File: config.mk
export PLATFORM = sky130hd
export DESIGN_NAME = base64_stream_encoder_top
export DESIGN_NICKNAME = d
export VERILOG_FILES = /design/src/rtl/b64enc_pkg.sv /design/src/rtl/b64enc_front.sv /design/src/rtl/b64enc_jobq.sv /design/src/rtl/b64enc_back.sv /design/src/rtl/base64_stream_encoder_top.sv
export SDC_FILE = /design/constraint.sdc
export NUM_CORES = 1
export LEC_CHECK = 0
export BUFFER_PORTS_ARGS = -buffer_cell sky130_fd_sc_hd__buf_2
export CAP_MARGIN = 20
export CORE_MARGIN = 10
export CORE_UTILIZATION = 40
export DETAILED_ROUTE_END_ITERATION = 6
export SLEW_MARGIN = 10
export SYNTH_ARGS = -nofsm -noshare
export SYNTH_HDL_FRONTEND = slang
export SYNTH_SLANG_ARGS = --single-unit
File: constraint.sdc
create_clock -name clk_i -period 2.8 [get_ports clk_i]
set_input_delay 0.14 -clock clk_i [delete_from_list [all_inputs] [get_ports clk_i]]
set_output_delay 0.14 -clock clk_i [all_outputs]
set_load 0.005 [all_outputs]
File: src/rtl/b64enc_pkg.sv
package b64enc_pkg;

  localparam int unsigned JobqDepth = 2;

  localparam logic [7:0] PadChar = 8'h3D;

  typedef enum logic [2:0] {
    PH_0 = 3'b001,
    PH_1 = 3'b010,
    PH_2 = 3'b100
  } phase_e;

  // One accepted byte turns into up to four characters.
  typedef struct packed {
    logic [3:0][5:0] code;
    logic [3:0]      pad;
    logic [1:0]      last_idx;
    logic            eom;
  } job_t;

  function automatic logic [7:0] enc6(input logic [5:0] v);
    logic [7:0] c;
    begin
      c = {2'b00, v};
      if (v < 6'd26) begin
        c = 8'h41 + c;
      end else if (v < 6'd52) begin
        c = 8'h61 + c - 8'd26;
      end else if (v < 6'd62) begin
        c = 8'h30 + c - 8'd52;
      end else if (v == 6'd62) begin
        c = 8'h2B;
      end else begin
        c = 8'h2F;
      end
      return c;
    end
  endfunction

endpackage

File: src/rtl/b64enc_front.sv
module b64enc_front (
  input  logic               clk_i,
  input  logic               rst_ni,
  input  logic               accept_i,
  input  logic [7:0]         data_byte_i,
  input  logic               is_last_i,
  output b64enc_pkg::job_t   job_o
);
  import b64enc_pkg::*;

  phase_e     phase_q, phase_d;
  logic [3:0] left_q, left_d;
  job_t       job;

  always_comb begin
    job      = '0;
    phase_d  = phase_q;
    left_d   = left_q;
    job.eom  = is_last_i;
    unique case (phase_q)
      PH_1: begin
        job.code[0] = {left_q[1:0], data_byte_i[7:4]};
        if (is_last_i) begin
          job.code[1]  = {data_byte_i[3:0], 2'b00};
          job.pad[2]   = 1'b1;
          job.last_idx = 2'd2;
          phase_d      = PH_0;
          left_d       = '0;
        end else begin
          phase_d = PH_2;
          left_d  = data_byte_i[3:0];
        end
      end
      PH_2: begin
        job.code[0]  = {left_q, data_byte_i[7:6]};
        job.code[1]  = data_byte_i[5:0];
        job.last_idx = 2'd1;
        phase_d      = PH_0;
        left_d       = '0;
      end
      default: begin
        job.code[0] = data_byte_i[7:2];
        if (is_last_i) begin
          job.code[1]  = {data_byte_i[1:0], 4'b0000};
          job.pad[2]   = 1'b1;
          job.pad[3]   = 1'b1;
          job.last_idx = 2'd3;
          phase_d      = PH_0;
          left_d       = '0;
        end else begin
          phase_d = PH_1;
          left_d  = {2'b00, data_byte_i[1:0]};
        end
      end
    endcase
  end

  assign job_o = job;

  always_ff @(posedge clk_i or negedge rst_ni) begin
    if (!rst_ni) begin
      phase_q <= PH_0;
      left_q  <= '0;
    end else if (accept_i) begin
      phase_q <= phase_d;
      left_q  <= left_d;
    end
  end

endmodule

File: src/rtl/b64enc_jobq.sv
module b64enc_jobq #(
  parameter int unsigned Depth = b64enc_pkg::JobqDepth
) (
  input  logic             clk_i,
  input  logic             rst_ni,
  input  logic             wr_i,
  input  b64enc_pkg::job_t wr_job_i,
  output logic             full_o,
  input  logic             rd_i,
  output logic             valid_o,
  output b64enc_pkg::job_t rd_job_o
);
  import b64enc_pkg::*;

  localparam int unsigned PtrW = (Depth > 1) ? $clog2(Depth) : 1;
  localparam int unsigned CntW = $clog2(Depth + 1);
  localparam logic [PtrW-1:0] PtrMax = PtrW'(Depth - 1);

  job_t            mem_q [Depth];
  logic [PtrW-1:0] wr_ptr_q, rd_ptr_q;
  logic [CntW-1:0] cnt_q;

  assign full_o   = (cnt_q == CntW'(Depth));
  assign valid_o  = (cnt_q != '0);
  assign rd_job_o = mem_q[rd_ptr_q];

  always_ff @(posedge clk_i) begin
    if (wr_i) begin
      mem_q[wr_ptr_q] <= wr_job_i;
    end
  end

  always_ff @(posedge clk_i or negedge rst_ni) begin
    if (!rst_ni) begin
      wr_ptr_q <= '0;
      rd_ptr_q <= '0;
      cnt_q    <= '0;
    end else begin
      if (wr_i) begin
        wr_ptr_q <= (wr_ptr_q == PtrMax) ? '0 : wr_ptr_q + 1'b1;
      end
      if (rd_i) begin
        rd_ptr_q <= (rd_ptr_q == PtrMax) ? '0 : rd_ptr_q + 1'b1;
      end
      if (wr_i && !rd_i) begin
        cnt_q <= cnt_q + 1'b1;
      end else if (rd_i && !wr_i) begin
        cnt_q <= cnt_q - 1'b1;
      end
    end
  end

  a_no_overflow: assert property (@(posedge clk_i) disable iff (!rst_ni)
    full_o && !rd_i |-> !wr_i) else $error("jobq write while full");
  a_no_underflow: assert property (@(posedge clk_i) disable iff (!rst_ni)
    rd_i |-> valid_o) else $error("jobq read while empty");
  a_cnt_bound: assert property (@(posedge clk_i) disable iff (!rst_ni)
    cnt_q <= CntW'(Depth)) else $error("jobq count out of range");

endmodule

File: src/rtl/b64enc_back.sv
module b64enc_back (
  input  logic             clk_i,
  input  logic             rst_ni,
  input  logic             job_valid_i,
  input  b64enc_pkg::job_t job_i,
  output logic             job_done_o,
  input  logic             pop_i,
  output logic             empty_o,
  output logic [7:0]       out_char_o,
  output logic             end_of_message_o
);
  import b64enc_pkg::*;

  logic [1:0] idx_q;
  logic       ovalid_q;
  logic [7:0] char_q, char_d;
  logic       eom_q;
  logic       load;
  logic       at_end;

  assign load       = job_valid_i && (!ovalid_q || pop_i);
  assign at_end     = (idx_q == job_i.last_idx);
  assign job_done_o = load && at_end;
  assign char_d     = job_i.pad[idx_q] ? PadChar : enc6(job_i.code[idx_q]);

  always_ff @(posedge clk_i or negedge rst_ni) begin
    if (!rst_ni) begin
      idx_q    <= '0;
      ovalid_q <= 1'b0;
    end else begin
      if (load) begin
        idx_q    <= at_end ? 2'd0 : idx_q + 2'd1;
        ovalid_q <= 1'b1;
      end else if (pop_i) begin
        ovalid_q <= 1'b0;
      end
    end
  end

  always_ff @(posedge clk_i) begin
    if (load) begin
      char_q <= char_d;
      eom_q  <= job_i.eom && at_end;
    end
  end

  assign empty_o          = !ovalid_q;
  assign out_char_o       = char_q;
  assign end_of_message_o = eom_q;

  a_idx_has_job: assert property (@(posedge clk_i) disable iff (!rst_ni)
    idx_q != 2'd0 |-> job_valid_i) else $error("char index without a job");
  a_idx_bound: assert property (@(posedge clk_i) disable iff (!rst_ni)
    job_valid_i |-> idx_q <= job_i.last_idx) else $error("char index past job end");
  a_eom_at_done: assert property (@(posedge clk_i) disable iff (!rst_ni)
    load && !job_done_o |=> !eom_q) else $error("end mark before job end");

endmodule

File: src/rtl/base64_stream_encoder_top.sv
// Streaming base64 encoder (standard alphabet, '=' padding). Each item is one
// message byte with a last-byte flag; results are ASCII characters, the final
// character of a message flagged by end_of_message_o. A byte yields one or two
// characters, or three or four on the last byte when the group is padded. The
// output side delivers one character per cycle while pop is held, which sets
// the sustained rate: about four characters per three bytes in steady state, plus
// the padding burst at message end. The front takes one byte per cycle while the
// job queue (JobqDepth entries) has room, so input and output stall independently.
module base64_stream_encoder_top #(
  parameter int unsigned JobqDepth = b64enc_pkg::JobqDepth
) (
  input  logic       clk_i,
  input  logic       rst_ni,
  input  logic       push,
  output logic       full,
  input  logic [7:0] data_byte_i,
  input  logic       is_last_i,
  output logic       empty,
  input  logic       pop,
  output logic [7:0] out_char_o,
  output logic       end_of_message_o
);
  import b64enc_pkg::*;

  logic accept;
  job_t front_job, head_job;
  logic head_valid, job_done;

  assign accept = push && !full;

  b64enc_front u_front (
    .clk_i       (clk_i),
    .rst_ni      (rst_ni),
    .accept_i    (accept),
    .data_byte_i (data_byte_i),
    .is_last_i   (is_last_i),
    .job_o       (front_job)
  );

  b64enc_jobq #(
    .Depth (JobqDepth)
  ) u_jobq (
    .clk_i    (clk_i),
    .rst_ni   (rst_ni),
    .wr_i     (accept),
    .wr_job_i (front_job),
    .full_o   (full),
    .rd_i     (job_done),
    .valid_o  (head_valid),
    .rd_job_o (head_job)
  );

  b64enc_back u_back (
    .clk_i            (clk_i),
    .rst_ni           (rst_ni),
    .job_valid_i      (head_valid),
    .job_i            (head_job),
    .job_done_o       (job_done),
    .pop_i            (pop),
    .empty_o          (empty),
    .out_char_o       (out_char_o),
    .end_of_message_o (end_of_message_o)
  );

endmodule
; ---- Word-level counts from Yosys, hierarchy flattened
; Memories as Yosys holds them, arrays and structs flattened.
; Cells that the tools add are included.
[classes]
add_sub_neg = 10
multipliers = 0
n_div = 0
magnitude_cmp = 4
eq_ne = 5
shift = 0
muxes = 32
n_bitwise = 0
reduce_logical = 15
[op_table]
columns = cell, n
row1 = $mux 8, 3
row2 = $pmux 12 s2, 1
row3 = $mux 6, 3
row4 = $add 7x6->8 const A, 2
row5 = $mux 2, 7
row6 = $bmux 6 s2, 1
row7 = $lt 6x6->1 const B, 2
row8 = $mux 1, 9
row9 = $pmux 4 s2, 1
row10 = $sub 8x5->8 const B, 1
row11 = $sub 8x6->8 const B, 1
row12 = $add 6x6->7 const A, 1
row13 = $eq 6x6->1 const B, 1
row14 = $logic_and 1x1->1, 6
row15 = $lt 6x5->1 const B, 1
row16 = $mux 3, 2
row17 = $pmux 3 s2, 1
row18 = $reduce_bool 2->1, 3
row19 = $add 2x1->2 const B, 2
row20 = $logic_not 1->1, 4
row21 = $mux 4, 1
row22 = $pmux 2 s2, 1
row23 = $eq 3x2->1 const B, 1
row24 = $eq 3x3->1 const B, 1
row25 = other kinds (9), 10
[totals]
reg_bits = 23
latchBits = 0
ramBits = 34
romBits = 0
inputBits = 13
wordCells = 76
n_memories = 1
[memory_table]
columns = memory, words, width, read_ports, rd_ports_with_merged_regs, wr, line_no
row1 = u_jobq.mem_q, 2, 17, 1, 0, 1, b64enc_jobq.sv:19  ; job_t mem_q [Depth];

; ---- Depth between registers and ports, before layout
; Gate-level depths: netlist (run 1).
; An unclocked memory read counts as a cell.
[logic_depth]
ltp_word = 8
mapped_depth = 11
depth_no_buf = 9

; ---- Modules after synthesis
; Synthesis (run 1) repeated with hierarchy kept, for this count alone.
[hier_totals]
hier_cells = 331
area_unflattened_um2 = 4509.3
[by_module_without_submodules]
columns = module, n_inst, cells_each, area_each_um2, seq_area_each_um2
row1 = b64enc_jobq, 1, 113, 2580.0, 1961.9
row2 = b64enc_back, 1, 103, 1078.5, 345.3
row3 = b64enc_front, 1, 114, 837.1, 176.4
row4 = base64_stream_encoder_top, 1, 1, 13.8, 0.0

; ---- Worst setup path after synthesis (run 1)
; Ideal clock, no wire load.
[synth_path]
kind = register to register
startpoint = reg u_jobq.rd_ptr_q
endpoint = reg u_back.char_q[3], in the netlist u_back.out_char_o[3] (data pin)
t_arrival_ns = 2.560
t_required_ns = 2.539
setup_slack_ns = -0.021
path_stages_with_launch = 11
period_less_slack_ns = 2.821
cell_sequence = dfrtp_1 > buf_6 > buf_6 > mux4_2 > nand2b_1 > inv_1 > ha_1 > and2_1 > a311o_4 > o21a_1 > a221o_1
[synth_between]
elab_chain_cells = 8
[synth_lines]
columns = element, line_no
row1 = start: declaration, b64enc_jobq.sv:20  ; logic [PtrW-1:0] wr_ptr_q, rd_ptr_q;
row2 = start signal: assignment, b64enc_jobq.sv:43  ; rd_ptr_q <= (rd_ptr_q == PtrMax) ? '0 : rd_ptr_q + 1'b1;
row3 = $mem_v2 2x17 *, -
row4 = $bmux 6 s2, b64enc_back.sv:24  ; assign char_d = job_i.pad[idx_q] ? PadChar : enc6(job_i.code[idx_q]);
row5 = $mux 6 (not written as such), b64enc_back.sv:24
row6 = $add 6x6->7, b64enc_pkg.sv:30  ; c = 8'h30 + c - 8'd52;
row7 = $sub 8x6->8, b64enc_pkg.sv:30
row8 = $mux 8, b64enc_pkg.sv:29  ; end else if (v < 6'd62) begin
row9 = $mux 8, b64enc_pkg.sv:27  ; end else if (v < 6'd52) begin
row10 = $mux 8, b64enc_pkg.sv:25  ; if (v < 6'd26) begin
row11 = end signal: assignment, b64enc_back.sv:42  ; char_q <= char_d;
row12 = end: declaration, b64enc_back.sv:16  ; logic [7:0] char_q, char_d;
; Mark *: on every way between the ends. The rest lies on a longest branch, timed or not. The select of a mux whose other input is x is not followed.
; A chain may end at the register's enable or synchronous reset.

; ---- Final worst setup path (run 1)
; Ends and elaborated chain as after synthesis.

==> impl_metrics.yaml, run 1 <==
status:
  outcome: "finished clean"
floorplan:
  initial_utilization_pct: 41.12
  die_height_um: 106.4
  core_um2: 7253
  die_w_um: 106.4
  rows: 31
  io_pins: 24
  dieArea_um2: 11310
worst_setup_path:
  worstPathArrival_ns: 2.76
  cp_max_fo: 6
  end_kind: "flip-flop"
  required_ns: 2.88
  cp-start-kind: "flip-flop"
  worst-setup-path-type: "reg2reg"
logic_synthesis:
  syn-mean-instance-area_um2: 12.17
  synth_edf_count: 43
  synth_nets: 268
  yosysSeqAreaShare_pct: 55.08
  netlist_area_um2: 2983
  synthFlopType: "edfxtp_1"
  ys_warn_count: 0
  synthArstFlopShare_pct: 24.56
  syn_inst: 245
  ys_ff_latch: 57
  synth.distinct_cells: 54
finish:
  drive_gt1_share_pct: 25.42
  syn2layout_area_growth_pct: 17.24
  num_antenna_cells: 0
  layout_common_cells: "edfxtp_1, nand2_1, buf_2"
  nNetsFinal: 313
  final_common_cell: "edfxtp_1"
  fin_util_pct: 48.21
clocking:
  cts_made_buffers: 9
  cts_tree: "built"
  clock_sinks: 57
  cts_setup_buffers: 0
  clkTransAtPathRegs_ns: 0.06
  cts-root-buf: "clkbuf_8"
  cts_buffer_depth: 2
  cts_max_level: 3
  clock_latency_ns: 0.33
detailed_routing:
  drt_iter0_markers: 68
  vias: 2025
  wl_per_cell_um: 14.90
  ant_nets: 0
  viasPerCell: 5.140
  drc: 0
  drtPass1Iterations: 4
  routed_wl_mm: 5.869
global_routing:
  grt_remaining_overflow: 0
  track_usage_pct: 10.99
  antenna_found_initial: 0
  grt_pass1_vias: 2041
  grt_pass1_wl_mm: 10.01
  grt_max_degree: 18
timing:
  slew_violations: 0
  hold_viol: 0
  finalSetupTns_ns: 0
  setup_viol: 0
  fin_skew_ns: 0.008031
  fin_crit_sh_pct: 95.96
  period_minus_slack_ns: 2.687
  fmax_ghz: 0.3722
  setup_slack_ns: 0.1131
  slew_headroom_pct: 62.16
  tightest_slew_ns: 0.5664
placed_design:
  pre_cts_ws_ns: 0.05830
  routabilityCongestion: 0.9386
  dpl.hpwl_mm: 4.340
  io_buffers: 23
power:
  ir_worst_vdd_mv: 0.5712
  leakage_nw: 1.432
  power_density_nw_per_um2: 1274
flow_run:
  max-cap-violations: 0
worst_hold_path:
  hold_class: "in2reg"
## path summary, 6_finish.rpt
| check | startpoint | end | slack, ns | cells past startpoint |
|---|---|---|---|---|
| max in group asynchronous | rst_ni | u_front.phase_q[0] | 2.25 | 2 |
| worst max-delay path | u_jobq.rd_ptr_q | u_back.out_char_o[3] | 0.11 | 7 |
| worst min register to register | u_front.left_q[2] | u_front.left_q[2] | 0.47 | 2 |
| min in group asynchronous | rst_ni | u_front.left_q[3] | 0.25 | 2 |
| worst min-delay path | data_byte_i[3] | u_front.left_q[3] | 0.08 | 3 |
| worst max register to register | u_jobq.rd_ptr_q | u_back.out_char_o[3] | 0.11 | 7 |
## cells in the mapped netlist, types with 7 or more instances
cell type / n / area share (%)
nor2_1: 14 / 1.8
nor2b_1: 9 / 1.9
inv_1: 8 / 1.0
dfrtp_1: 13 / 11
nand2_1: 32 / 4.0
o21ai_0: 7 / 1.2
mux2i_1: 9 / 3.0
edfxtp_1: 43 / 43
ha_1: 10 / 4.2
## worst max-delay path, stage by stage, from the launching register on
cell and delay [ns]:
dfrtp_2 0.43, mux4_1 0.59, nor2b_2 0.20, ha_1 0.23
and2_1 0.18, a311o_4 0.36, o21a_1 0.11, a221o_1 0.33
## cell families after synthesis
kind of cell | Yosys count | synth area share [%]
buf+inv | 21 | 3.272
compound gates | 48 | 12.96
mux | 18 | 8.599
flops | 57 | 55.08
simple gates | 83 | 13.55
xor+xnor | 8 | 2.349
fa+ha+maj | 10 | 4.195
## flip-flops by register name, summed over array words and instances (netlist names)
register                 flops
u_jobq.rd_ptr_q              1
u_front.phase_q              3
u_back.ovalid_q              1
u_jobq.cnt_q                 2
u_back.idx_q                 2
u_jobq.mem_q                34
u_back.end_of_message_o      1
u_front.left_q               4
u_back.out_char_o            8
u_jobq.wr_ptr_q              1
## routing by layer
metal  vias up  track usage [%]  wire length (um)
met5         -                0                 0
met4         0            5.029               137
met3        11            3.804               339
met2        50            17.31              2711
met1       960            13.25              2681
li1       1004                -                 -
## repair_timing
action                                  CTS  global route
resized for setup                         0             3
endpoints found under the setup margin    0             6
hold endpoints to repair                 14             0
hold buffers                              2             0
## power by group
part           internal [W]  switching, W  total, W  leakage, nW
sequential          0.00135      0.000157   0.00151        0.577
combinational       0.00105       0.00125   0.00230        0.774
clock              0.000346      0.000295  0.000641       0.0817
total               0.00275       0.00171   0.00445         1.43
## final cells by class
cell class	count	area, um2
Multi-Input combinational cell	167	1250
Clock buffer	15	156.4
Fill cell	667	3756
Timing Repair Buffer	43	270.3
Sequential cell	57	1644
Tap cell	99	123.9
Inverter	12	47.55
Clock inverter	1	5.005
## metrics by stage
step                      cells  power, W  hold slack, ns  area [um2]
after CTS                   394  0.004481         0.06939        3491
after global placement      376  0.003809         0.07046        3309
after global routing        394  0.004829         0.08436        3497
after detailed placement    376  0.003818         0.07014        3309
final                       394  0.004455         0.07708        3497
after floorplan             245  0.003161         -0.1556        2985
No activity file was read; power rests on OpenSTA's default activity.
==> run 2: changes to the inputs <==
--- a/config.mk
+++ b/config.mk
@@ -7,5 +7,5 @@
 export LEC_CHECK = 0
 export BUFFER_PORTS_ARGS = -buffer_cell sky130_fd_sc_hd__buf_2
-export CAP_MARGIN = 20
+export CAP_MARGIN = 5
 export CORE_MARGIN = 10
 export CORE_UTILIZATION = 40
@@ -14,3 +14,4 @@
 export SYNTH_ARGS = -nofsm -noshare
 export SYNTH_HDL_FRONTEND = slang
+export SYNTH_HIERARCHICAL = 1
 export SYNTH_SLANG_ARGS = --single-unit
==> constraint.sdc (replaced) <==
create_clock -name clk_i -period 2.8 [get_ports clk_i]
set_input_delay 0.28 -clock clk_i [delete_from_list [all_inputs] [get_ports clk_i]]
set_output_delay 0.28 -clock clk_i [all_outputs]
set_load 0.005 [all_outputs]
==> run 2 against run 1 <==
Effect of this change: the run now ends with setup timing left; register-to-register slack got worse by 0.12 ns; core utilization fell by 1.8 points; cell area rose by 45%; sequential power rose by 40%; power rose by 44%; combinational power rose by 37%; die area rose by 41%; critical path type unchanged; largest power group unchanged.
==> impl_metrics.yaml, run 2 <==
logic_synthesis:
  synth.distinct_cells: 54
  ys_ff_latch: 85
  yosysTopAreaCell: "edfxtp_1"
  synthFlopType: "edfxtp_1"
  syn_inst: 331
  yosysMostFrequentCell: "edfxtp_1"
  netlist_area_um2: 4509
  synth_edf_count: 71
  ys_top_cells_by_area: "edfxtp_1, mux2_4, dfrtp_1, buf_4, o21ai_0"
  yosysSeqAreaShare_pct: 55.08
  ys_warn_count: 6
  synthArstFlopShare_pct: 16.47
  synth_top_area_share_pct: 47.28
  yosys-top-cells-count: "edfxtp_1, mux2_4, o21ai_0"
  syn-mean-instance-area_um2: 13.62
global_routing:
  grt_pass1_wl_mm: 13.32
  grt_remaining_overflow: 0
  grt_max_degree: 32
  grt_pass1_vias: 2589
  track_usage_pct: 10.23
  antenna_found_initial: 0
detailed_routing:
  viasPerCell: 5.049
  routed_wl_mm: 7.735
  ant_nets: 0
  drtPass1Iterations: 4
  wl_met3_um: 399
  drt_iter0_markers: 255
  vias: 2575
  dr_wl_met2_mm: 3.663
  highest_layer: "met4"
  met1Wirelength_mm: 3.583
  drc: 0
  wl_per_cell_um: 15.17
worst_hold_path:
  hold_class: "in2reg"
  worstHoldStart: "pop"
clocking:
  clock_sinks: 85
  cts_buffer_depth: 2
  cts_max_level: 3
  cts-root-buf: "clkbuf_16"
  clkTransAtPathRegs_ns: 0.06
  clock_latency_ns: 0.33
  cts_tree: "built"
  cts_made_buffers: 9
worst_setup_path:
  required_ns: 2.89
  end_kind: "flip-flop"
  r2r-start: "u_jobq/rd_ptr_q"
  cp-start-kind: "flip-flop"
  crit_path_end: "u_back/out_char_o[3]"
  reg2reg_depth: 10
  cp_max_fo: 8
  reg2reg_slack_ns: -0.01
  r2r_end: "u_back/out_char_o[3]"
  startpoint: "u_jobq/rd_ptr_q"
  worst-setup-path-type: "reg2reg"
  worstPathArrival_ns: 2.90
finish:
  regMostFlops: "u_jobq/mem_q"
  num_antenna_cells: 0
  largest_register_ffs: 62
  fin_util_pct: 46.46
  fill_cells: 999
  layout_common_cells: "edfxtp_1, mux2_4, buf_2"
  nNetsFinal: 384
  syn2layout_area_growth_pct: 12.68
  final_common_cell: "edfxtp_1"
  drive_gt1_share_pct: 29.46
timing:
  rsz0062_at_grt: "yes"
  slew_violations: 0
  fin_skew_ns: 0.004559
  fin_crit_sh_pct: 100.4
  fmax_ghz: 0.3557
  finalSetupTns_ns: -0.01163
  hold_viol: 0
  setup_slack_ns: -0.01163
  period_minus_slack_ns: 2.812
  setup_viol: 1
  tightest_slew_ns: 0.6486
  slew_headroom_pct: 56.21
floorplan:
  core_um2: 10940
  initial_utilization_pct: 41.24
  die_height_um: 126.2
  io_pins: 24
  dieArea_um2: 15920
  rows: 38
  die_w_um: 126.2
power:
  p_int_w: 0.004171
  power_frac_comb_pct: 49.0
  seqPwrFrac_pct: 32.9
  power_density_nw_per_um2: 1266
  leakage_nw: 1.969
  switching_power_w: 0.002259
  ir_worst_vdd_mv: 0.6771
  p_sw_share_pct: 35.14
  pwr-share-clk_pct: 18.0
status:
  outcome: "finished with violations"
  violations: "setup timing"
flow_run:
  max-cap-violations: 0
placed_design:
  io_buffers: 23
  routabilityCongestion: 0.8497
  dpl.hpwl_mm: 5.294
==> run 2: cell families after synthesis <==
logic type / count (synthesis) / share of synthesized area (%)
buf+inv: 51 / 7.575
mux: 41 / 14.62
xor+xnor: 9 / 1.748
compound gates: 64 / 9.629
other cells: 1 / 0.08316
flops: 85 / 55.08
fa+ha+maj: 6 / 1.665
simple gates: 74 / 9.600
==> run 2: area by class of cell <==
class                           instances  area, um2  share of cell area [%]
Sequential cell                        85       2485                   48.90
Tap cell                              140      175.2                   3.447
Clock inverter                          3      45.04                  0.8865
Timing Repair Buffer                   45      299.0                   5.885
Inverter                               16      60.06                   1.182
Multi-Input combinational cell        208       1767                   34.77
Clock buffer                           13      250.2                   4.925
==> run 2: power by group through the flow <==
| stage | logic (W) | clock network, W | registers, W |
|---|---|---|---|
| after floorplan | 0.00252 | 0 | 0.00207 |
| after global placement | 0.00304 | 0 | 0.00214 |
| after detailed placement | 0.00307 | 0 | 0.00215 |
| after CTS | 0.00315 | 0.00120 | 0.00212 |
| after global routing | 0.00351 | 0.00125 | 0.00217 |
| final | 0.00315 | 0.00116 | 0.00212 |
==> run 2: worst max-delay path: stages, from the launching register on <==
cell,delay [ns]
dfrtp_2,0.49
buf_12,0.16
mux2_4,0.28
mux4_2,0.51
inv_2,0.11
ha_4,0.14
and2b_1,0.14
a221o_1,0.22
a21oi_4,0.10
a211o_1,0.24
a21o_1,0.18
==> run 2: repair_timing <==
action,CTS,global route
pin swaps,3,3
setup endpoints to repair,2,6
gates cloned,0,0
hold endpoints to repair,13,0
gates resized for setup,3,1
hold buffers,1,0
setup buffers,2,1
==> run 2: through the flow <==
step	setup slack, ns	cells	total power [W]	instance area [um2]	hold slack [ns]
2_1_floorplan	-0.04816	344	0.004588	4587	-0.01559
3_3_place_gp	-0.009633	490	0.005186	4741	0.2187
3_5_place_dp	-0.008707	490	0.005213	4741	0.2158
4_1_cts	0.0009499	509	0.006476	5070	0.2116
5_1_grt	-0.1093	510	0.006928	5081	0.2338
6_report	-0.01163	510	0.006430	5081	0.2240
==> run 2: how the worst min path moves through the flow <==
stage	end	slack [ns]	cells past startpoint
global placement	u_jobq/wr_ptr_q	0.22	1
global route	u_back/ovalid_q	0.23	3
detailed placement	u_jobq/wr_ptr_q	0.22	1
finish	u_back/ovalid_q	0.22	3
CTS	u_back/ovalid_q	0.21	3
floorplan	u_back/idx_q[0]	-0.02	0
==> run 2: layer usage <==
| metal | vias up | global-route usage (%) |
|---|---|---|
| met2 | 47 | 16.00 |
| li1 | 1278 | - |
| met1 | 1243 | 12.95 |
| met5 | - | 0 |
| met4 | 0 | 3.550 |
| met3 | 7 | 3.440 |
